`config.mk`:
```
export PLATFORM = sky130hd
export DESIGN_NAME = qrs_sqrt_cell
export DESIGN_NICKNAME = d
export VERILOG_FILES = /design/src/design/qrs_pkg.sv /design/src/design/qrs_sqrt_cell.sv
export SDC_FILE = /design/constraint.sdc
export NUM_CORES = 1
export LEC_CHECK = 0
export ABC_AREA = 1
export BUFFER_PORTS_ARGS = -buffer_cell sky130_fd_sc_hd__buf_4
export CAP_MARGIN = 20
export CORE_AREA = 2 2 139 141
export CTS_CLUSTER_DIAMETER = 40
export DETAILED_ROUTE_END_ITERATION = 8
export DIE_AREA = 0 0 141 143
export GPL_TIMING_DRIVEN = 0
export PLACE_DENSITY = 0.75
export REMOVE_ABC_BUFFERS = 1
export SLEW_MARGIN = 10
export SYNTH_ARGS = -nofsm -noshare
export SYNTH_HDL_FRONTEND = slang
export SYNTH_SLANG_ARGS = --single-unit
```
`constraint.sdc`:
```
create_clock -name clk -period 0.8 [get_ports clk]
set_clock_uncertainty 0.05 [all_clocks]
set_input_delay 0.08 -clock clk [delete_from_list [all_inputs] [get_ports clk]]
set_output_delay 0.08 -clock clk [all_outputs]
set_load 0.1 [all_outputs]
```
`src/design/qrs_pkg.sv`:
```
package qrs_pkg;

	typedef enum logic [1:0] {
		CLASS_DISTINCT = 2'd0,
		CLASS_EQUAL    = 2'd1,
		CLASS_COMPLEX  = 2'd2,
		CLASS_DEGEN    = 2'd3
	} root_class_t;

	localparam int OUT_BITS = 21;

endpackage

```
`src/design/qrs_sqrt_cell.sv`:
```
// One digit of a restoring square root; carries the sideband along.
module qrs_sqrt_cell import qrs_pkg::*; #(
	parameter int RW = 32,
	parameter int DW = 40,
	parameter int SW = 64
) (
	input  logic          clk,
	input  logic          arst_n,
	input  logic          en,
	input  logic          vld_i,
	input  logic [RW-1:0] rem_i,
	input  logic [RW-1:0] root_i,
	input  logic [DW-1:0] d_i,
	input  logic [SW-1:0] side_i,
	output logic          vld_o,
	output logic [RW-1:0] rem_o,
	output logic [RW-1:0] root_o,
	output logic [DW-1:0] d_o,
	output logic [SW-1:0] side_o
);
	logic [RW-1:0] rem_sh;
	logic [RW-1:0] trial;
	logic          ge;

	assign rem_sh = {rem_i[RW-3:0], d_i[DW-1 -: 2]};
	assign trial  = {root_i[RW-3:0], 2'b01};
	assign ge     = rem_sh >= trial;

	always_ff @(posedge clk or negedge arst_n) begin
		if (!arst_n) begin
			vld_o <= 1'b0;
		end else if (en) begin
			vld_o <= vld_i;
		end
	end

	always_ff @(posedge clk) begin
		if (en) begin
			rem_o  <= ge ? rem_sh - trial : rem_sh;
			root_o <= {root_i[RW-2:0], ge};
			d_o    <= {d_i[DW-3:0], 2'b00};
			side_o <= side_i;
		end
	end
endmodule

```
==> impl_metrics.xml <==
<?xml version="1.0" encoding="UTF-8"?>
<metrics>
  <group name="yosys">
    <metric name="post_synth.cell_area_avg" unit="um^2">10.0</metric>
    <metric name="flops_latches_synth" unit="">167</metric>
    <metric name="synthesis.area" unit="um^2">8260</metric>
    <metric name="synth_ff_type" unit="">edfxtp_1</metric>
    <metric name="synthDominantAreaCellType" unit="">edfxtp_1</metric>
    <metric name="area_share_of_the_largest_cell_type_after_synthesis" unit="%">60.4</metric>
    <metric name="synth_sequential_area_ratio" unit="%">60.7</metric>
    <metric name="synth_enable_flop_cells" unit="">166</metric>
    <metric name="syn-instance-count" unit="">824</metric>
    <metric name="number_of_distinct_library_cell_variants_in_the_gate_level_netlist_after_synthesis" unit="">38</metric>
    <metric name="synthesis.yosys.warnings" unit="">0</metric>
    <metric name="synth.area.top_cells" unit="">edfxtp_1, nand2_1, inv_1, ha_1, nand3_1</metric>
    <metric name="async_flop_share" unit="%">0.599</metric>
  </group>
  <group name="min_path">
    <metric name="min_path_type" unit="">in -&gt; reg</metric>
  </group>
  <group name="drt">
    <metric name="highest_layer" unit="">met4</metric>
    <metric name="drt-met1-wl" unit="um">12600</metric>
    <metric name="routed-wl-met3" unit="um">3660</metric>
    <metric name="drt-vias-per-instance" unit="">5.51</metric>
    <metric name="drt-pass1-iter-count" unit="">8</metric>
    <metric name="antenna_violating_nets_post_route" unit="">0</metric>
    <metric name="postRouteWirelength" unit="um">38700</metric>
    <metric name="drc_markers" unit="">0</metric>
    <metric name="met2_wire_length" unit="um">19600</metric>
    <metric name="route.detailed.wl_per_inst" unit="um">23.5</metric>
    <metric name="route.vias.total" unit="">9052</metric>
    <metric name="detail_route.iter0.violations" unit="">1006</metric>
  </group>
  <group name="pwr">
    <metric name="vdd_ir_drop_max" unit="V">0.00174</metric>
    <metric name="leakage" unit="uW">0.00724</metric>
    <metric name="pwr_per_cell_area" unit="nW/um^2">2090</metric>
  </group>
  <group name="placement">
    <metric name="port_buffers" unit="">335</metric>
    <metric name="dpl.hpwl" unit="um">18100</metric>
    <metric name="placed_cells" unit="">1384</metric>
    <metric name="gp_congestion" unit="">0.912</metric>
  </group>
  <group name="setup_path">
    <metric name="critical_path.max_fanout" unit="">4</metric>
    <metric name="critical_path_top_delay_cell" unit="">nor2_1</metric>
    <metric name="worstSetupPathDepth" unit="">12</metric>
    <metric name="timing.critical_path.from" unit="">root_i[14]</metric>
    <metric name="reg_to_reg_critical_path_endpoint" unit="">vld_o</metric>
    <metric name="timing_worst_setup_path_type" unit="">in -&gt; reg</metric>
    <metric name="timing.critical_path.from_type" unit="">primary input</metric>
    <metric name="worst_r2r_path_depth" unit="">2</metric>
    <metric name="max_stage_delay" unit="ps">320</metric>
    <metric name="worstPathArrival" unit="ps">1740</metric>
    <metric name="worstSetupEndpoint" unit="">rem_o[22]</metric>
    <metric name="worstPathRequired" unit="ps">950</metric>
    <metric name="r2r_slack" unit="ps">-160</metric>
    <metric name="path_cells" unit="">buf_4, inv_1, ha_4, nand2_2, nor2_1, nand2_1, inv_1, nand3_1, nand3_1, nand2_1, nand3_2, nand2_1</metric>
    <metric name="critical_path.n_buffers_inverters" unit="">3</metric>
    <metric name="cpMostUsedCell" unit="">nand2_1</metric>
    <metric name="r2r-start" unit="">vld_o</metric>
    <metric name="worst_setup_path_end_kind" unit="">register</metric>
    <metric name="critPathTopFamily" unit="">simple AND/OR/NAND/NOR gates</metric>
  </group>
  <group name="global_route">
    <metric name="all_layer_global_routing_usage" unit="%">34.0</metric>
    <metric name="first_global_vias" unit="">8881</metric>
    <metric name="grt_max_degree" unit="">64</metric>
    <metric name="grt.overflow.total" unit="">0</metric>
    <metric name="grt_first_pass_wirelength" unit="um">50800</metric>
    <metric name="initial_antenna_violation_count" unit="">1</metric>
  </group>
  <group name="cells_and_area">
    <metric name="drive_above_1_share" unit="%">46.1</metric>
    <metric name="final_common_cell" unit="">nand2_1</metric>
    <metric name="postLayoutCoreUtil" unit="%">85.4</metric>
    <metric name="layout-area-overhead-vs-synth" unit="%">92.0</metric>
    <metric name="design.final.nets" unit="">1601</metric>
    <metric name="instances_no_fill" unit="">1644</metric>
    <metric name="filler_cell_count" unit="">821</metric>
    <metric name="most-common-layout-cells" unit="">nand2_1, buf_6, buf_4</metric>
  </group>
  <group name="sta">
    <metric name="finalCritPeriodShare" unit="%">198</metric>
    <metric name="finalWorstPathRequiredPeriod" unit="ps">1590</metric>
    <metric name="postLayoutSetupSlackWorst" unit="ps">-786</metric>
    <metric name="drv_slew" unit="">0</metric>
    <metric name="final-setup-viol-count" unit="">201</metric>
    <metric name="timing_hold_violations_final" unit="">4</metric>
    <metric name="rsz_0062_raised_after_global_routing" unit="">yes</metric>
    <metric name="finalHoldWorstSlack" unit="ps">-17.8</metric>
    <metric name="max_clock_freq" unit="MHz">631</metric>
  </group>
  <group name="cts">
    <metric name="clk_root_buffer_cell" unit="">clkbuf_16</metric>
    <metric name="tritoncts_clock_tree" unit="">built</metric>
    <metric name="cts_made_buffers" unit="">17</metric>
    <metric name="ctsHtreeMaxLevel" unit="">4</metric>
    <metric name="clock_tree.buffer_depth" unit="">2</metric>
    <metric name="clk-insertion-delay-late" unit="ps">440</metric>
    <metric name="cts.reportedPaths.clkPinSlew" unit="ps">70</metric>
    <metric name="tritoncts_num_sinks" unit="">167</metric>
  </group>
  <group name="die">
    <metric name="pin_count" unit="">341</metric>
    <metric name="fp.dieArea" unit="um^2">20200</metric>
    <metric name="fp.coreArea" unit="um^2">18600</metric>
    <metric name="initial_core_util" unit="%">44.5</metric>
    <metric name="die_h" unit="um">143</metric>
    <metric name="placement_rows" unit="">50</metric>
    <metric name="dieWidth" unit="um">141</metric>
  </group>
  <group name="run">
    <metric name="cap_viol_max_count" unit="">0</metric>
  </group>
  <group name="status">
    <metric name="failing_checks" unit="">hold timing, setup timing</metric>
    <metric name="outcome" unit="">finished with violations</metric>
  </group>
</metrics>
## per-layer routing
layer,track usage (%),vias to the layer above
met5,0,-
met3,8.18,240
met2,61.4,697
met4,19.3,0
li1,-,3838
met1,36.7,4277
## state kept, by name, summed over array words and instances, names as in the netlist
| register | flops |
|---|---|
| rem_o | 32 |
| root_o | 32 |
| side_o | 64 |
| vld_o | 1 |
| d_o | 38 |
## cell families after synthesis
kind of cell | share of synthesized area (%)
other cells | 0.0454
simple gates | 22.9
fa+ha+maj | 4.85
flops | 60.7
xor+xnor | 1.48
buf+inv | 8.20
compound gates | 1.77
mux | 0.136
## stage by stage
stage          setup TNS (ps)  area, um^2  total power, uW  setup WS (ps)
5_1_grt                -90110       15900            34000           -809
3_3_place_gp          -280340       11000            21200          -2040
6_report               -85420       15900            33200           -786
2_1_floorplan          -80700        8160            18600          -1280
4_1_cts                -77550       15300            31900           -576
3_5_place_dp          -135970       11000            21300          -2060
## power breakdown
group	leakage (uW)	internal (uW)	total, uW	switching [uW]
logic	0.00531	4300	13800	9540
clock network	0.000287	4190	8320	4130
registers	0.00164	10600	11000	455
## layout make-up
type	count	area (um^2)	area share, %
diodes	1	2.50	0.0158
clock buffers	17	425	2.68
clock inverters	14	163	1.03
inverters	152	613	3.87
multi-input cells	504	3790	23.9
flip-flops and latches	167	5010	31.6
well taps	234	293	1.85
repair buffers	555	5560	35.1
## cells in the mapped netlist, types with 2 or more instances
cell	n
buf_6	3
nor2_2	4
xor2_1	13
and2_1	2
nand3_2	13
nand2_1	269
ha_1	32
nand3b_1	3
nand3_1	65
buf_4	7
nor2_4	4
a21oi_1	17
nand4_1	7
o21bai_1	3
inv_1	151
nor3_1	2
o21ai_0	2
nand2_2	7
edfxtp_1	166
nor2_1	36
## worst min path at each step
stage,from,to,slack [ps],cells past startpoint
after floorplan,arst_n,vld_o,-270,0
after global placement,arst_n,vld_o,-190,1
after detailed placement,arst_n,vld_o,-190,1
after CTS,en,rem_o[27],3,1
after global routing,en,rem_o[27],-4,1
final,en,root_o[25],-20,1
## repair_timing
item                                    CTS  global route
gates resized for setup                 393           102
pin swaps                                84            58
gates cloned                             10             1
hold buffers                            168             0
endpoints found under the setup margin  306           201
endpoints found under the hold margin   167             0
setup buffers                            35            14
## worst register-to-register path, stage by stage, from the launching register on
cell and delay [ps]:
dfrtp_1 420, buf_6 130, mux2_2 250
Note: power is estimated with default switching activity, not from simulation.
