**config.mk**
```make
export PLATFORM = sky130hd
export DESIGN_NAME = qrs_div_cell
export DESIGN_NICKNAME = d
export VERILOG_FILES = /design/src/design/qrs_pkg.sv /design/src/design/qrs_div_cell.sv
export SDC_FILE = /design/constraint.sdc
export NUM_CORES = 1
export LEC_CHECK = 0
export BUFFER_PORTS_ARGS = -buffer_cell sky130_fd_sc_hd__buf_2
export CORE_AREA = 2 2 145 147
export CTS_CLUSTER_DIAMETER = 200
export CTS_CLUSTER_SIZE = 12
export DETAILED_ROUTE_END_ITERATION = 16
export DIE_AREA = 0 0 147 149
export PLACE_DENSITY = 0.73
export SYNTH_ARGS = -nofsm -noshare
export SYNTH_HDL_FRONTEND = slang
export SYNTH_SLANG_ARGS = --single-unit
```
**constraint.sdc**
```tcl
create_clock -name clk -period 0.9 [get_ports clk]
set_input_delay 0.18 -clock clk [delete_from_list [all_inputs] [get_ports clk]]
set_output_delay 0.18 -clock clk [all_outputs]
set_load 0.05 [all_outputs]
```
**src/design/qrs_pkg.sv**
```systemverilog
package qrs_pkg;

	typedef enum logic [1:0] {
		CLASS_DISTINCT = 2'd0,
		CLASS_EQUAL    = 2'd1,
		CLASS_COMPLEX  = 2'd2,
		CLASS_DEGEN    = 2'd3
	} root_class_t;

	localparam int OUT_BITS = 21;

endpackage

```
**src/design/qrs_div_cell.sv**
```systemverilog
// One quotient bit for each of two restoring divides on magnitudes, sharing a divisor.
module qrs_div_cell import qrs_pkg::*; #(
	parameter int NW = 40,
	parameter int VW = 16,
	parameter int SW = 8
) (
	input  logic          clk,
	input  logic          arst_n,
	input  logic          en,
	input  logic          vld_i,
	input  logic [NW-1:0] rp_i,
	input  logic [NW-1:0] qp_i,
	input  logic [NW-1:0] rm_i,
	input  logic [NW-1:0] qm_i,
	input  logic [VW-1:0] dv_i,
	input  logic [SW-1:0] side_i,
	output logic          vld_o,
	output logic [NW-1:0] rp_o,
	output logic [NW-1:0] qp_o,
	output logic [NW-1:0] rm_o,
	output logic [NW-1:0] qm_o,
	output logic [VW-1:0] dv_o,
	output logic [SW-1:0] side_o
);
	logic [NW:0] tp;
	logic [NW:0] tm;
	logic        gp;
	logic        gm;

	assign tp = {rp_i, qp_i[NW-1]};
	assign tm = {rm_i, qm_i[NW-1]};
	assign gp = tp >= {{(NW+1-VW){1'b0}}, dv_i};
	assign gm = tm >= {{(NW+1-VW){1'b0}}, dv_i};

	always_ff @(posedge clk or negedge arst_n) begin
		if (!arst_n) begin
			vld_o <= 1'b0;
		end else if (en) begin
			vld_o <= vld_i;
		end
	end

	always_ff @(posedge clk) begin
		if (en) begin
			rp_o   <= gp ? NW'(tp - {{(NW+1-VW){1'b0}}, dv_i}) : tp[NW-1:0];
			rm_o   <= gm ? NW'(tm - {{(NW+1-VW){1'b0}}, dv_i}) : tm[NW-1:0];
			qp_o   <= {qp_i[NW-2:0], gp};
			qm_o   <= {qm_i[NW-2:0], gm};
			dv_o   <= dv_i;
			side_o <= side_i;
		end
	end
endmodule

```
==> impl_metrics.xml, run 1 <==
<?xml version="1.0" encoding="UTF-8"?>
<metrics>
  <group name="logic_synthesis">
    <metric name="syn_nets" unit="">894</metric>
    <metric name="ys.warnings.count" unit="">0</metric>
    <metric name="netlist_area" unit="um^2">8690</metric>
    <metric name="postSynth.topFlopCell" unit="">sky130_fd_sc_hd__edfxtp_1</metric>
    <metric name="post_synth_arst_share" unit="">0.00541</metric>
    <metric name="synth_seq_area_share" unit="">0.639</metric>
    <metric name="cell_types_occupying_the_most_area_after_synthesis" unit="">sky130_fd_sc_hd__edfxtp_1 (64%), sky130_fd_sc_hd__ha_1 (4.6%), sky130_fd_sc_hd__xnor2_1 (3.9%), sky130_fd_sc_hd__xor2_1 (3.2%), sky130_fd_sc_hd__o21ai_0 (2.1%)</metric>
    <metric name="synth.top_cell.area_share" unit="">0.636</metric>
    <metric name="yosys_register_bits" unit="">185</metric>
    <metric name="yosys.area.top_type" unit="">sky130_fd_sc_hd__edfxtp_1</metric>
    <metric name="synthCells" unit="">672</metric>
    <metric name="ys_types" unit="">58</metric>
    <metric name="syn_area_per_cell" unit="um^2">12.9</metric>
    <metric name="number_of_flops_mapped_to_enable_cells_by_yosys" unit="">184</metric>
  </group>
  <group name="status">
    <metric name="violations" unit="">negative setup slack</metric>
    <metric name="outcome" unit="">finished with violations</metric>
  </group>
  <group name="detailed_routing">
    <metric name="ratio_of_routed_vias_to_standard_cells" unit="">5.28</metric>
    <metric name="via_count" unit="">8873</metric>
    <metric name="dr.pass1.iters" unit="">5</metric>
    <metric name="count_of_unresolved_drc_violations_after_routing" unit="">0</metric>
    <metric name="ant_nets" unit="">0</metric>
    <metric name="detail_route.wl_per_cell" unit="um">21.1</metric>
    <metric name="first_iter_violations" unit="">543</metric>
    <metric name="drt_wl_total" unit="mm">35.4</metric>
  </group>
  <group name="sta">
    <metric name="report.final.slew_viol_count" unit="">0</metric>
    <metric name="setup_repair_after_global_routing_missed_its_margin" unit="">yes</metric>
    <metric name="tns" unit="ns">-160.26</metric>
    <metric name="final-setup-viol-count" unit="">267</metric>
    <metric name="period_minus_slack" unit="ns">2.43</metric>
    <metric name="timing_worst_slew_pin_value" unit="ns">0.578</metric>
    <metric name="timing.fmax" unit="MHz">411</metric>
    <metric name="final.period_utilization" unit="">2.70</metric>
    <metric name="clock_skew_after_layout" unit="ns">0</metric>
    <metric name="final_hold_viol_count" unit="">0</metric>
    <metric name="worst_slack" unit="ns">-1.53</metric>
    <metric name="timing.max_slew.rel_slack" unit="">0.614</metric>
  </group>
  <group name="critical_path">
    <metric name="critPathKind" unit="">in2reg</metric>
    <metric name="critical_path.startpoint_type" unit="">input pin</metric>
    <metric name="critical_path_peak_fanout" unit="">12</metric>
    <metric name="critical_path_required" unit="ns">1.09</metric>
    <metric name="end_kind" unit="">register</metric>
    <metric name="cp_data_arrival_time" unit="ns">2.62</metric>
  </group>
  <group name="power">
    <metric name="design_power_total" unit="mW">27.9</metric>
    <metric name="max-vdd-ir-drop" unit="uV">1200</metric>
    <metric name="power_share_of_the_sequential_group" unit="">0.391</metric>
    <metric name="p_leak" unit="nW">7.00</metric>
    <metric name="power.clock.fraction" unit="">0.283</metric>
    <metric name="proportion_of_power_drawn_by_combinational_gates" unit="">0.325</metric>
    <metric name="power.internal" unit="mW">18.1</metric>
    <metric name="power_density" unit="nW/um^2">1690</metric>
    <metric name="power_switching" unit="mW">9.83</metric>
    <metric name="netSwitchingFraction" unit="">0.352</metric>
  </group>
  <group name="clocking">
    <metric name="cts-root-to-sink-buffers" unit="">2</metric>
    <metric name="root_buffer" unit="">sky130_fd_sc_hd__clkbuf_16</metric>
    <metric name="tritoncts" unit="">yes</metric>
    <metric name="h-tree-depth" unit="">4</metric>
    <metric name="cts.sink_count" unit="">185</metric>
    <metric name="worstSkewPairLatency" unit="ns">0.44</metric>
    <metric name="cts.reportedPaths.clkPinSlew" unit="ns">0.08</metric>
    <metric name="cts-buffers-inserted" unit="">17</metric>
  </group>
  <group name="final_layout">
    <metric name="syn2layout_area_growth" unit="%">89.7</metric>
    <metric name="post_layout_nonfiller_instances" unit="">1681</metric>
    <metric name="post_route_cells_drive_above_1_share" unit="">0.546</metric>
    <metric name="layout.cells.most_common" unit="">sky130_fd_sc_hd__buf_4</metric>
    <metric name="fin_nets" unit="">1610</metric>
    <metric name="layout.cells.most_common_list" unit="">sky130_fd_sc_hd__buf_4 (216), sky130_fd_sc_hd__buf_6 (207), sky130_fd_sc_hd__edfxtp_1 (184)</metric>
  </group>
  <group name="global_route">
    <metric name="grt_pass1_vias" unit="">9126</metric>
    <metric name="grt_first_pass_wirelength" unit="mm">51.3</metric>
    <metric name="grt_antenna_before_repair" unit="">5</metric>
    <metric name="grt_max_degree" unit="">27</metric>
    <metric name="grt_remaining_overflow" unit="">0</metric>
    <metric name="groute.usage.overall" unit="">0.309</metric>
  </group>
  <group name="placement">
    <metric name="gp_congestion" unit="">0.878</metric>
    <metric name="port-buffer-count" unit="">372</metric>
    <metric name="place_hpwl" unit="mm">21.7</metric>
    <metric name="place.detailed.instances" unit="">1523</metric>
  </group>
  <group name="floorplan">
    <metric name="core_area" unit="um^2">20600</metric>
    <metric name="chipWidth" unit="um">147</metric>
    <metric name="rows" unit="">53</metric>
    <metric name="dieArea" unit="um^2">21900</metric>
    <metric name="design.portCount" unit="">373</metric>
    <metric name="floorplan.initialDensity" unit="">0.423</metric>
    <metric name="dieHeight" unit="um">149</metric>
  </group>
  <group name="min_path">
    <metric name="hp-class" unit="">in2reg</metric>
  </group>
  <group name="flow_run">
    <metric name="max_cap_violations" unit="">0</metric>
  </group>
</metrics>
-- Yosys cell counts (4+ instances only) --
master	instances
sky130_fd_sc_hd__nor4_1	14
sky130_fd_sc_hd__nor3b_1	5
sky130_fd_sc_hd__xnor2_1	39
sky130_fd_sc_hd__inv_1	25
sky130_fd_sc_hd__o21a_1	6
sky130_fd_sc_hd__nand4_1	16
sky130_fd_sc_hd__nand2b_1	5
sky130_fd_sc_hd__a21o_1	7
sky130_fd_sc_hd__nor2b_1	6
sky130_fd_sc_hd__nand2_1	48
sky130_fd_sc_hd__buf_2	5
sky130_fd_sc_hd__or4_1	7
sky130_fd_sc_hd__o31a_1	4
sky130_fd_sc_hd__nand3_1	16
sky130_fd_sc_hd__clkbuf_1	11
sky130_fd_sc_hd__nor3_1	27
sky130_fd_sc_hd__or3_1	8
sky130_fd_sc_hd__edfxtp_1	184
sky130_fd_sc_hd__a21oi_1	31
sky130_fd_sc_hd__nor2_1	45
sky130_fd_sc_hd__xor2_1	32
sky130_fd_sc_hd__o21ai_0	37
sky130_fd_sc_hd__ha_1	32
-- final cells by class --
cell class / count / area [um^2]
repair buffers: 715 / 6130
flip-flops and latches: 185 / 5550
fillers: 1099 / 4070
multi-input cells: 443 / 3700
clock buffers: 17 / 425
well taps: 275 / 344
clock inverters: 15 / 195
inverters: 26 / 123
diodes: 5 / 12.5
-- path summary, 6_finish.rpt --
kind                          start        to  slack, ns  cells after the start
setup / recovery           rm_i[21]  rm_o[24]      -1.53                     10
hold / removal             rp_i[14]  rp_o[15]       0.04                      3
setup reg to reg              vld_o     vld_o       0.11                      1
hold reg to reg               vld_o     vld_o       0.55                      1
max in group asynchronous    arst_n     vld_o       0.71                      2
min in group asynchronous    arst_n     vld_o       0.08                      2
-- through the flow --
stage	worst slack [ns]	utilization	cell area [um^2]	hold slack [ns]
2_1_floorplan	-1.80	-	8960	-0.116
3_3_place_gp	-1.91	0.622	12800	-0.0268
3_5_place_dp	-1.95	0.622	12800	-0.0265
4_1_cts	-1.45	0.793	16300	0.0301
5_1_grt	-1.53	0.802	16500	0.0292
6_report	-1.53	0.802	16500	0.0423
-- metal layers --
layer | share of wire | global-route usage
met5 | 0 | 0
met4 | 0.051 | 0.163
met3 | 0.067 | 0.0633
met2 | 0.52 | 0.554
met1 | 0.36 | 0.349
-- power by group through the flow --
| stage | Combinational, mW | Sequential (mW) | Clock (mW) |
|---|---|---|---|
| 6_report | 9.08 | 10.9 | 7.91 |
| 5_1_grt | 9.44 | 11.0 | 8.32 |
| 4_1_cts | 8.76 | 10.9 | 7.90 |
| 3_5_place_dp | 7.09 | 10.8 | 0 |
| 3_3_place_gp | 7.00 | 10.8 | 0 |
| 2_1_floorplan | 1.41 | 13.7 | 0 |
-- flip-flops by register name (all words and copies together) (netlist names) --
name    flops
side_o      8
vld_o       1
qp_o       40
rp_o       40
qm_o       40
rm_o       40
dv_o       16
-- what timing repair did --
action	4_1_cts	5_1_grt
hold endpoints to repair	99	0
pin swaps	42	17
resized for setup	489	35
endpoints found under the setup margin	267	267
hold buffers	99	0
cloned	2	0
buffers inserted	20	6
-- cells by family after synthesis --
family	after synthesis	synth area share
multiplexers	1	0.00130
adder cells (fa/ha/maj)	34	0.0507
flip-flops	185	0.639
buffers and inverters	44	0.0206
AO/OA/AOI/OAI	117	0.0845
XOR/XNOR	71	0.0715
AND/OR/NAND/NOR	220	0.133
-- worst max-delay path: stages --
cell	delay [ns]
sky130_fd_sc_hd__buf_6	0.09
sky130_fd_sc_hd__or4_4	0.54
sky130_fd_sc_hd__or4_4	0.44
sky130_fd_sc_hd__or4_4	0.45
sky130_fd_sc_hd__o211ai_4	0.25
sky130_fd_sc_hd__a211oi_4	0.09
sky130_fd_sc_hd__inv_2	0.13
sky130_fd_sc_hd__buf_12	0.14
sky130_fd_sc_hd__nand4_1	0.12
sky130_fd_sc_hd__xnor2_1	0.16
No activity file was read; power rests on OpenSTA's default activity.
==> run 2, diff against run 1 <==
--- a/config.mk
+++ b/config.mk
@@ -11,7 +11,8 @@
 export CTS_CLUSTER_SIZE = 12
 export DETAILED_ROUTE_END_ITERATION = 16
 export DIE_AREA = 0 0 147 149
-export PLACE_DENSITY = 0.73
+export PLACE_DENSITY = 0.81
 export SYNTH_ARGS = -nofsm -noshare
 export SYNTH_HDL_FRONTEND = slang
 export SYNTH_SLANG_ARGS = --single-unit
+export TNS_END_PERCENT = 50
==> run 2 against run 1 <==
Effect of this change: the run still ends with negative setup slack left; sequential share of layout area decreased by 0.52 points; final cell count increased by 0.59%; clock-buffer cell count increased by 1; global-route usage increased by 3.1 points; first-iteration DRC count increased by 26%; sequential power about the same; core utilization increased by 1.2 points; non-clock buffer count increased by 8.
==> impl_metrics.xml, run 2 (synthesis results as in run 1) <==
<?xml version="1.0" encoding="UTF-8"?>
<metrics>
  <group name="final_layout">
    <metric name="layout.cells.most_common" unit="">sky130_fd_sc_hd__buf_6</metric>
    <metric name="layout.filler_cells" unit="">1033</metric>
    <metric name="multi_input_comb_area" unit="um^2">3830</metric>
    <metric name="layout.area.seq" unit="um^2">5550</metric>
    <metric name="post_route_cells_drive_above_1_share" unit="">0.558</metric>
    <metric name="post_layout_nonfiller_instances" unit="">1691</metric>
    <metric name="final_area" unit="um^2">16700</metric>
    <metric name="layout.core_utilization" unit="">0.815</metric>
    <metric name="fin_nets" unit="">1620</metric>
    <metric name="layout.cells.most_common_list" unit="">sky130_fd_sc_hd__buf_6 (209), sky130_fd_sc_hd__buf_4 (205), sky130_fd_sc_hd__edfxtp_1 (184)</metric>
    <metric name="syn2layout_area_growth" unit="%">92.7</metric>
  </group>
  <group name="clocking">
    <metric name="tritoncts" unit="">yes</metric>
    <metric name="cts-buffers-inserted" unit="">17</metric>
    <metric name="worstSkewPairLatency" unit="ns">0.43</metric>
    <metric name="cts.reportedPaths.clkPinSlew" unit="ns">0.08</metric>
    <metric name="cts.sink_count" unit="">185</metric>
    <metric name="root_buffer" unit="">sky130_fd_sc_hd__clkbuf_16</metric>
    <metric name="cts-root-to-sink-buffers" unit="">2</metric>
    <metric name="h-tree-depth" unit="">4</metric>
  </group>
  <group name="sta">
    <metric name="worst_slack" unit="ns">-1.96</metric>
    <metric name="clock_skew_after_layout" unit="ns">0</metric>
    <metric name="timing.hold.ws" unit="ns">0.0466</metric>
    <metric name="tns" unit="ns">-172.13</metric>
    <metric name="timing.fmax" unit="MHz">349</metric>
    <metric name="final.period_utilization" unit="">3.18</metric>
    <metric name="final-setup-viol-count" unit="">268</metric>
    <metric name="setup_repair_after_global_routing_missed_its_margin" unit="">yes</metric>
    <metric name="report.final.slew_viol_count" unit="">0</metric>
    <metric name="final_hold_viol_count" unit="">0</metric>
    <metric name="timing.max_slew.rel_slack" unit="">0.629</metric>
    <metric name="period_minus_slack" unit="ns">2.86</metric>
    <metric name="timing_worst_slew_pin_value" unit="ns">0.552</metric>
  </group>
  <group name="critical_path">
    <metric name="rr_startpoint" unit="">vld_o</metric>
    <metric name="timing.reg2reg.worst_path_depth" unit="">2</metric>
    <metric name="critical_path_buf_inv_count" unit="">4</metric>
    <metric name="worstReg2RegEnd" unit="">vld_o</metric>
    <metric name="ff2ff_setup_slack" unit="ns">-0.06</metric>
    <metric name="cpPeakStageDelay" unit="ns">0.56</metric>
    <metric name="timing.critical_path.slowest_stage_cell" unit="">sky130_fd_sc_hd__or4_4</metric>
    <metric name="critPathKind" unit="">in2reg</metric>
    <metric name="critical_path.startpoint_type" unit="">input pin</metric>
    <metric name="cp_top_family" unit="">simple AND/OR/NAND/NOR gates</metric>
    <metric name="critical_path_cell_list" unit="">buf_2 -&gt; or3_1 -&gt; or4_4 -&gt; or4_4 -&gt; o211ai_4 -&gt; a211oi_4 -&gt; buf_4 -&gt; buf_4 -&gt; inv_4 -&gt; nand4b_1 -&gt; xnor2_1</metric>
    <metric name="cp_data_arrival_time" unit="ns">3.05</metric>
    <metric name="end_kind" unit="">register</metric>
    <metric name="critical_path_peak_fanout" unit="">4</metric>
    <metric name="critical_path_required" unit="ns">1.09</metric>
  </group>
  <group name="global_route">
    <metric name="grt_use_met1" unit="">0.361</metric>
    <metric name="grt_pass1_vias" unit="">9715</metric>
    <metric name="grt_max_degree" unit="">28</metric>
    <metric name="grt_remaining_overflow" unit="">0</metric>
    <metric name="busiest_layer" unit="">met2</metric>
    <metric name="grt_antenna_before_repair" unit="">6</metric>
    <metric name="grt_first_pass_wirelength" unit="mm">56.2</metric>
    <metric name="globalRouteMet3Util" unit="">0.0645</metric>
    <metric name="grt_use_met2" unit="">0.636</metric>
    <metric name="groute.usage.overall" unit="">0.340</metric>
  </group>
  <group name="floorplan">
    <metric name="dieHeight" unit="um">149</metric>
    <metric name="floorplan.initialDensity" unit="">0.423</metric>
    <metric name="design.portCount" unit="">373</metric>
    <metric name="dieArea" unit="um^2">21900</metric>
    <metric name="chipWidth" unit="um">147</metric>
    <metric name="core_area" unit="um^2">20600</metric>
    <metric name="rows" unit="">53</metric>
  </group>
  <group name="detailed_routing">
    <metric name="ratio_of_routed_vias_to_standard_cells" unit="">5.55</metric>
    <metric name="dr.pass1.iters" unit="">8</metric>
    <metric name="detail_route.wl_per_cell" unit="um">24.3</metric>
    <metric name="first_iter_violations" unit="">682</metric>
    <metric name="drt_wl_total" unit="mm">41.1</metric>
    <metric name="via_count" unit="">9387</metric>
    <metric name="ant_nets" unit="">0</metric>
    <metric name="count_of_unresolved_drc_violations_after_routing" unit="">0</metric>
  </group>
  <group name="power">
    <metric name="power_density" unit="nW/um^2">1680</metric>
    <metric name="design_power_total" unit="mW">28.1</metric>
    <metric name="p_leak" unit="nW">7.16</metric>
    <metric name="max-vdd-ir-drop" unit="uV">1280</metric>
  </group>
  <group name="min_path">
    <metric name="hold_path.startpoint" unit="">rp_i[4]</metric>
    <metric name="hold_end" unit="">rp_o[5]</metric>
    <metric name="timing.hold.worst_path_depth" unit="">3</metric>
    <metric name="hp-class" unit="">in2reg</metric>
  </group>
  <group name="flow_run">
    <metric name="max_cap_violations" unit="">0</metric>
  </group>
  <group name="placement">
    <metric name="place_hpwl" unit="mm">21.9</metric>
    <metric name="gp_congestion" unit="">0.922</metric>
    <metric name="post_dp_cell_area" unit="um^2">12600</metric>
    <metric name="preCtsSetupSlack" unit="ns">-2.27</metric>
    <metric name="port-buffer-count" unit="">372</metric>
    <metric name="place.detailed.instances" unit="">1507</metric>
  </group>
  <group name="status">
    <metric name="outcome" unit="">finished with violations</metric>
    <metric name="violations" unit="">negative setup slack</metric>
  </group>
</metrics>
==> run 2: worst max-delay path by stage <==
stage	from	end	slack, ns	cells after the start
after floorplan	rm_i[26]	rm_o[36]	-1.80	9
after global placement	qm_i[39]	rm_o[30]	-2.08	11
after detailed placement	qm_i[39]	rm_o[38]	-2.27	11
after CTS	rm_i[21]	rm_o[38]	-1.47	9
after global routing	rm_i[26]	rm_o[20]	-2.01	11
final	rm_i[26]	rm_o[20]	-1.96	11
==> run 2: layout make-up <==
| class | count | area share |
|---|---|---|
| timing repair buffer | 723 | 0.373 |
| sequential | 185 | 0.331 |
| multi-input combinational | 443 | 0.229 |
| clock buffer | 18 | 0.0256 |
| tap | 275 | 0.0205 |
| clock inverter | 14 | 0.00986 |
| inverter | 26 | 0.00874 |
| timing repair inverter | 2 | 0.00105 |
| antenna | 5 | 0.000747 |
==> run 2: repair_timing <==
| item | 4_1_cts | 5_1_grt |
|---|---|---|
| setup endpoints to repair | 267 | 267 |
| endpoints found under the hold margin | 102 | 0 |
| resized for setup | 483 | 101 |
| buffers inserted | 24 | 22 |
| gates cloned | 3 | 0 |
| pin swaps | 44 | 28 |
| hold buffers | 102 | 0 |
==> run 2: power by group <==
part / internal (mW) / leakage (nW) / switching, mW
Sequential: 10.5 / 1.81 / 0.485
Combinational: 3.87 / 5.05 / 5.56
Clock: 3.79 / 0.291 / 3.97
==> run 2: metal layers <==
metal,up-vias,share of wire
met4,2,0.070
met5,-,0.00027
met2,650,0.52
met1,4526,0.34
li1,4010,-
met3,199,0.070
==> run 2: worst reg2reg max path: stages, from the launching register on <==
cell and delay [ns]:
sky130_fd_sc_hd__dfrtp_1 0.43, sky130_fd_sc_hd__buf_4 0.16, sky130_fd_sc_hd__mux2_2 0.26
==> run 3, diff against run 2 <==
--- a/config.mk
+++ b/config.mk
@@ -5,13 +5,15 @@
 export SDC_FILE = /design/constraint.sdc
 export NUM_CORES = 1
 export LEC_CHECK = 0
+export ABC_AREA = 1
 export BUFFER_PORTS_ARGS = -buffer_cell sky130_fd_sc_hd__buf_2
-export CORE_AREA = 2 2 145 147
+export CORE_MARGIN = 2
+export CORE_UTILIZATION = 46
 export CTS_CLUSTER_DIAMETER = 200
 export CTS_CLUSTER_SIZE = 12
 export DETAILED_ROUTE_END_ITERATION = 16
-export DIE_AREA = 0 0 147 149
-export PLACE_DENSITY = 0.81
+export HOLD_SLACK_MARGIN = 0.02
+export PLACE_DENSITY = 0.83
 export SYNTH_ARGS = -nofsm -noshare
 export SYNTH_HDL_FRONTEND = slang
 export SYNTH_SLANG_ARGS = --single-unit
==> run 3 against run 2 <==
Effect of this change: total power grew 3.6%; register-to-register slack better by 0.18 ns; maximum frequency is 67% higher; highest routed layer is now met4; design area grew 15%; critical endpoint is now rm_o[12]; first-iteration DRC count rose by 100%; synthesized cell count grew 90%; sequential share of layout area is 4.4 points lower; hold slack got worse by 0.0077 ns; via count is 36% higher; worst setup slack better by 1.1 ns; final cell count grew 42%; the run still ends with negative setup slack left.
==> impl_metrics.xml, run 3 <==
<?xml version="1.0" encoding="UTF-8"?>
<metrics>
  <group name="logic_synthesis">
    <metric name="synthCells" unit="">1277</metric>
    <metric name="netlist_top_cells_count" unit="">sky130_fd_sc_hd__nand2_1 (419), sky130_fd_sc_hd__inv_1 (213), sky130_fd_sc_hd__edfxtp_1 (184), sky130_fd_sc_hd__nor2_1 (137), sky130_fd_sc_hd__nand3_1 (74)</metric>
    <metric name="number_of_flops_mapped_to_enable_cells_by_yosys" unit="">184</metric>
    <metric name="cell_types_occupying_the_most_area_after_synthesis" unit="">sky130_fd_sc_hd__edfxtp_1 (52%), sky130_fd_sc_hd__nand2_1 (15%), sky130_fd_sc_hd__inv_1 (7.5%), sky130_fd_sc_hd__nor2_1 (4.8%), sky130_fd_sc_hd__ha_1 (3.8%)</metric>
    <metric name="post_synth_arst_share" unit="">0.00541</metric>
    <metric name="syn_nets" unit="">1499</metric>
    <metric name="synth_seq_area_share" unit="">0.521</metric>
    <metric name="yosys.area.top_type" unit="">sky130_fd_sc_hd__edfxtp_1</metric>
    <metric name="netlist_area" unit="um^2">10700</metric>
    <metric name="syn_area_per_cell" unit="um^2">8.34</metric>
    <metric name="ys_types" unit="">39</metric>
    <metric name="postSynth.topFlopCell" unit="">sky130_fd_sc_hd__edfxtp_1</metric>
    <metric name="most_instantiated_library_cell_after_synthesis" unit="">sky130_fd_sc_hd__nand2_1</metric>
    <metric name="synth.top_cell.area_share" unit="">0.519</metric>
    <metric name="yosys_register_bits" unit="">185</metric>
    <metric name="ys.warnings.count" unit="">0</metric>
  </group>
  <group name="power">
    <metric name="power_density" unit="nW/um^2">1510</metric>
    <metric name="power.internal" unit="mW">18.3</metric>
    <metric name="power_switching" unit="mW">10.8</metric>
    <metric name="p_leak" unit="nW">9.15</metric>
    <metric name="power.clock.fraction" unit="">0.269</metric>
    <metric name="power_share_of_the_sequential_group" unit="">0.374</metric>
    <metric name="proportion_of_power_drawn_by_combinational_gates" unit="">0.357</metric>
    <metric name="netSwitchingFraction" unit="">0.371</metric>
    <metric name="max-vdd-ir-drop" unit="uV">1170</metric>
    <metric name="design_power_total" unit="mW">29.1</metric>
  </group>
  <group name="critical_path">
    <metric name="critPathKind" unit="">in2reg</metric>
    <metric name="timing.critical_path.slowest_stage_cell" unit="">sky130_fd_sc_hd__ha_4</metric>
    <metric name="timing.critical_path.depth" unit="">15</metric>
    <metric name="critical_path_peak_fanout" unit="">4</metric>
    <metric name="cp_top_family" unit="">simple AND/OR/NAND/NOR gates</metric>
    <metric name="critical_path.startpoint_type" unit="">input pin</metric>
    <metric name="critical_path_cell_list" unit="">buf_8 -&gt; clkinvlp_4 -&gt; ha_4 -&gt; nand2_2 -&gt; inv_2 -&gt; nand2_4 -&gt; inv_2 -&gt; nand2_2 -&gt; nand3_4 -&gt; nor2_4 -&gt; nand3_4 -&gt; buf_4 -&gt; clkbuf_16 -&gt; nand2_1 -&gt; nand2_2</metric>
    <metric name="timing.reg2reg.worst_path_depth" unit="">1</metric>
    <metric name="critPathCapture" unit="">rm_o[12]</metric>
    <metric name="rr_startpoint" unit="">vld_o</metric>
    <metric name="critPathLaunch" unit="">dv_i[15]</metric>
    <metric name="cpPeakStageDelay" unit="ns">0.30</metric>
    <metric name="cp_data_arrival_time" unit="ns">1.91</metric>
    <metric name="ff2ff_setup_slack" unit="ns">0.12</metric>
    <metric name="critical_path.most_common_cell" unit="">sky130_fd_sc_hd__nand2_2</metric>
    <metric name="critical_path_buf_inv_count" unit="">6</metric>
    <metric name="worstReg2RegEnd" unit="">vld_o</metric>
    <metric name="critical_path_required" unit="ns">1.10</metric>
    <metric name="end_kind" unit="">register</metric>
  </group>
  <group name="clocking">
    <metric name="root_buffer" unit="">sky130_fd_sc_hd__clkbuf_16</metric>
    <metric name="cts-buffers-inserted" unit="">17</metric>
    <metric name="h-tree-depth" unit="">4</metric>
    <metric name="cts.sink_count" unit="">185</metric>
    <metric name="worstSkewPairLatency" unit="ns">0.45</metric>
    <metric name="cts.reportedPaths.clkPinSlew" unit="ns">0.08</metric>
    <metric name="tritoncts" unit="">yes</metric>
    <metric name="cts-root-to-sink-buffers" unit="">2</metric>
  </group>
  <group name="final_layout">
    <metric name="final_area" unit="um^2">19300</metric>
    <metric name="post_route_cells_drive_above_1_share" unit="">0.472</metric>
    <metric name="post_layout_nonfiller_instances" unit="">2408</metric>
    <metric name="layout.cells.most_common" unit="">sky130_fd_sc_hd__nand2_1</metric>
    <metric name="layout.core_utilization" unit="">0.850</metric>
    <metric name="fin_nets" unit="">2329</metric>
    <metric name="layout.cells.most_common_list" unit="">sky130_fd_sc_hd__nand2_1 (345), sky130_fd_sc_hd__buf_4 (322), sky130_fd_sc_hd__buf_2 (232)</metric>
    <metric name="syn2layout_area_growth" unit="%">81.2</metric>
  </group>
  <group name="global_route">
    <metric name="groute.usage.overall" unit="">0.354</metric>
    <metric name="grt_antenna_before_repair" unit="">3</metric>
    <metric name="grt_remaining_overflow" unit="">0</metric>
    <metric name="grt_max_degree" unit="">24</metric>
    <metric name="grt_first_pass_wirelength" unit="mm">65.9</metric>
    <metric name="grt_pass1_vias" unit="">12400</metric>
  </group>
  <group name="placement">
    <metric name="post_dp_cell_area" unit="um^2">15500</metric>
    <metric name="place_hpwl" unit="mm">31.2</metric>
    <metric name="port-buffer-count" unit="">372</metric>
    <metric name="place.detailed.instances" unit="">2240</metric>
    <metric name="gp_congestion" unit="">0.989</metric>
  </group>
  <group name="detailed_routing">
    <metric name="ant_nets" unit="">0</metric>
    <metric name="count_of_unresolved_drc_violations_after_routing" unit="">0</metric>
    <metric name="routed-wl-met2" unit="mm">24.1</metric>
    <metric name="first_iter_violations" unit="">1395</metric>
    <metric name="ratio_of_routed_vias_to_standard_cells" unit="">5.32</metric>
    <metric name="met1_routed_wirelength_after_detailed_routing" unit="mm">17.5</metric>
    <metric name="drt_wl_total" unit="mm">48.2</metric>
    <metric name="met3_wirelength" unit="mm">4.22</metric>
    <metric name="top_layer" unit="">met4</metric>
    <metric name="via_count" unit="">12800</metric>
    <metric name="detail_route.wl_per_cell" unit="um">20.0</metric>
    <metric name="dr.pass1.iters" unit="">5</metric>
  </group>
  <group name="sta">
    <metric name="timing.hold.ws" unit="ns">0.0389</metric>
    <metric name="worst_slack" unit="ns">-0.815</metric>
    <metric name="timing.max_slew.rel_slack" unit="">0.710</metric>
    <metric name="final.period_utilization" unit="">1.91</metric>
    <metric name="clock_skew_after_layout" unit="ns">0</metric>
    <metric name="setup_repair_after_global_routing_missed_its_margin" unit="">yes</metric>
    <metric name="report.final.slew_viol_count" unit="">0</metric>
    <metric name="timing.fmax" unit="MHz">583</metric>
    <metric name="timing_worst_slew_pin_value" unit="ns">0.431</metric>
    <metric name="final-setup-viol-count" unit="">267</metric>
    <metric name="final_hold_viol_count" unit="">0</metric>
    <metric name="period_minus_slack" unit="ns">1.72</metric>
  </group>
  <group name="floorplan">
    <metric name="rows" unit="">55</metric>
    <metric name="core_area" unit="um^2">22700</metric>
    <metric name="dieArea" unit="um^2">24400</metric>
    <metric name="chipWidth" unit="um">156</metric>
    <metric name="design.portCount" unit="">373</metric>
    <metric name="dieHeight" unit="um">156</metric>
    <metric name="floorplan.initialDensity" unit="">0.469</metric>
  </group>
  <group name="status">
    <metric name="violations" unit="">negative setup slack</metric>
    <metric name="outcome" unit="">finished with violations</metric>
  </group>
  <group name="min_path">
    <metric name="hp-class" unit="">in2async</metric>
  </group>
  <group name="flow_run">
    <metric name="max_cap_violations" unit="">0</metric>
  </group>
</metrics>
## run 3: worst min path at each step
stage | slack [ns] | startpoint | to | cells after the start
after floorplan | -0.12 | arst_n | vld_o | 0
after global placement | -0.03 | arst_n | vld_o | 1
after detailed placement | -0.03 | arst_n | vld_o | 1
after CTS | -0.04 | dv_i[11] | dv_o[11] | 1
after global routing | 0.03 | arst_n | vld_o | 2
final | 0.04 | arst_n | vld_o | 2
## run 3: cell families (layout without fill, tap and decap cells)
family          Yosys count  in the layout  share of synthesized area
simple gates            708            708                      0.276
compound gates           94             94                     0.0537
fa+ha+maj                34             34                     0.0413
xor+xnor                 27             27                     0.0222
flops                   185            185                      0.521
other cells               0              3                          0
buf+inv                 228           1071                     0.0843
mux                       1              1                    0.00106
## run 3: timing repair
action                                  4_1_cts  5_1_grt
cloned                                        4        2
hold buffers                                103        1
endpoints found under the hold margin       104        1
endpoints found under the setup margin      267      267
pin swaps                                    18       42
resized for setup                           271      323
setup buffers                                13       15
## run 3: layer usage
metal  vias up  global-route usage
met3       171              0.0658
met4         0               0.152
met2       804               0.619
met1      6027               0.428
li1       5808                   -
met5         -                   0
## run 3: area by class of cell
type	count	area, um^2
diodes	3	7.51
clock buffers	17	425
clock inverters	15	169
fillers	1266	3400
inverters	219	861
multi-input cells	864	5310
flip-flops and latches	185	5550
well taps	285	357
repair buffers	820	6630
## run 3: metrics by stage
stage / setup TNS [ns] / worst slack (ns)
2_1_floorplan: -68.07 / -0.886
3_3_place_gp: -97.05 / -1.27
3_5_place_dp: -99.64 / -1.32
4_1_cts: -112.19 / -0.748
5_1_grt: -125.27 / -0.881
6_report: -116.54 / -0.815
## run 3: power by group through the flow
stage | registers [mW] | clock network, mW | logic, mW
4_1_cts | 10.8 | 7.79 | 9.39
3_3_place_gp | 10.8 | 0 | 8.15
2_1_floorplan | 13.7 | 0 | 1.96
5_1_grt | 10.9 | 8.16 | 10.8
3_5_place_dp | 10.8 | 0 | 8.27
6_report | 10.9 | 7.84 | 10.4
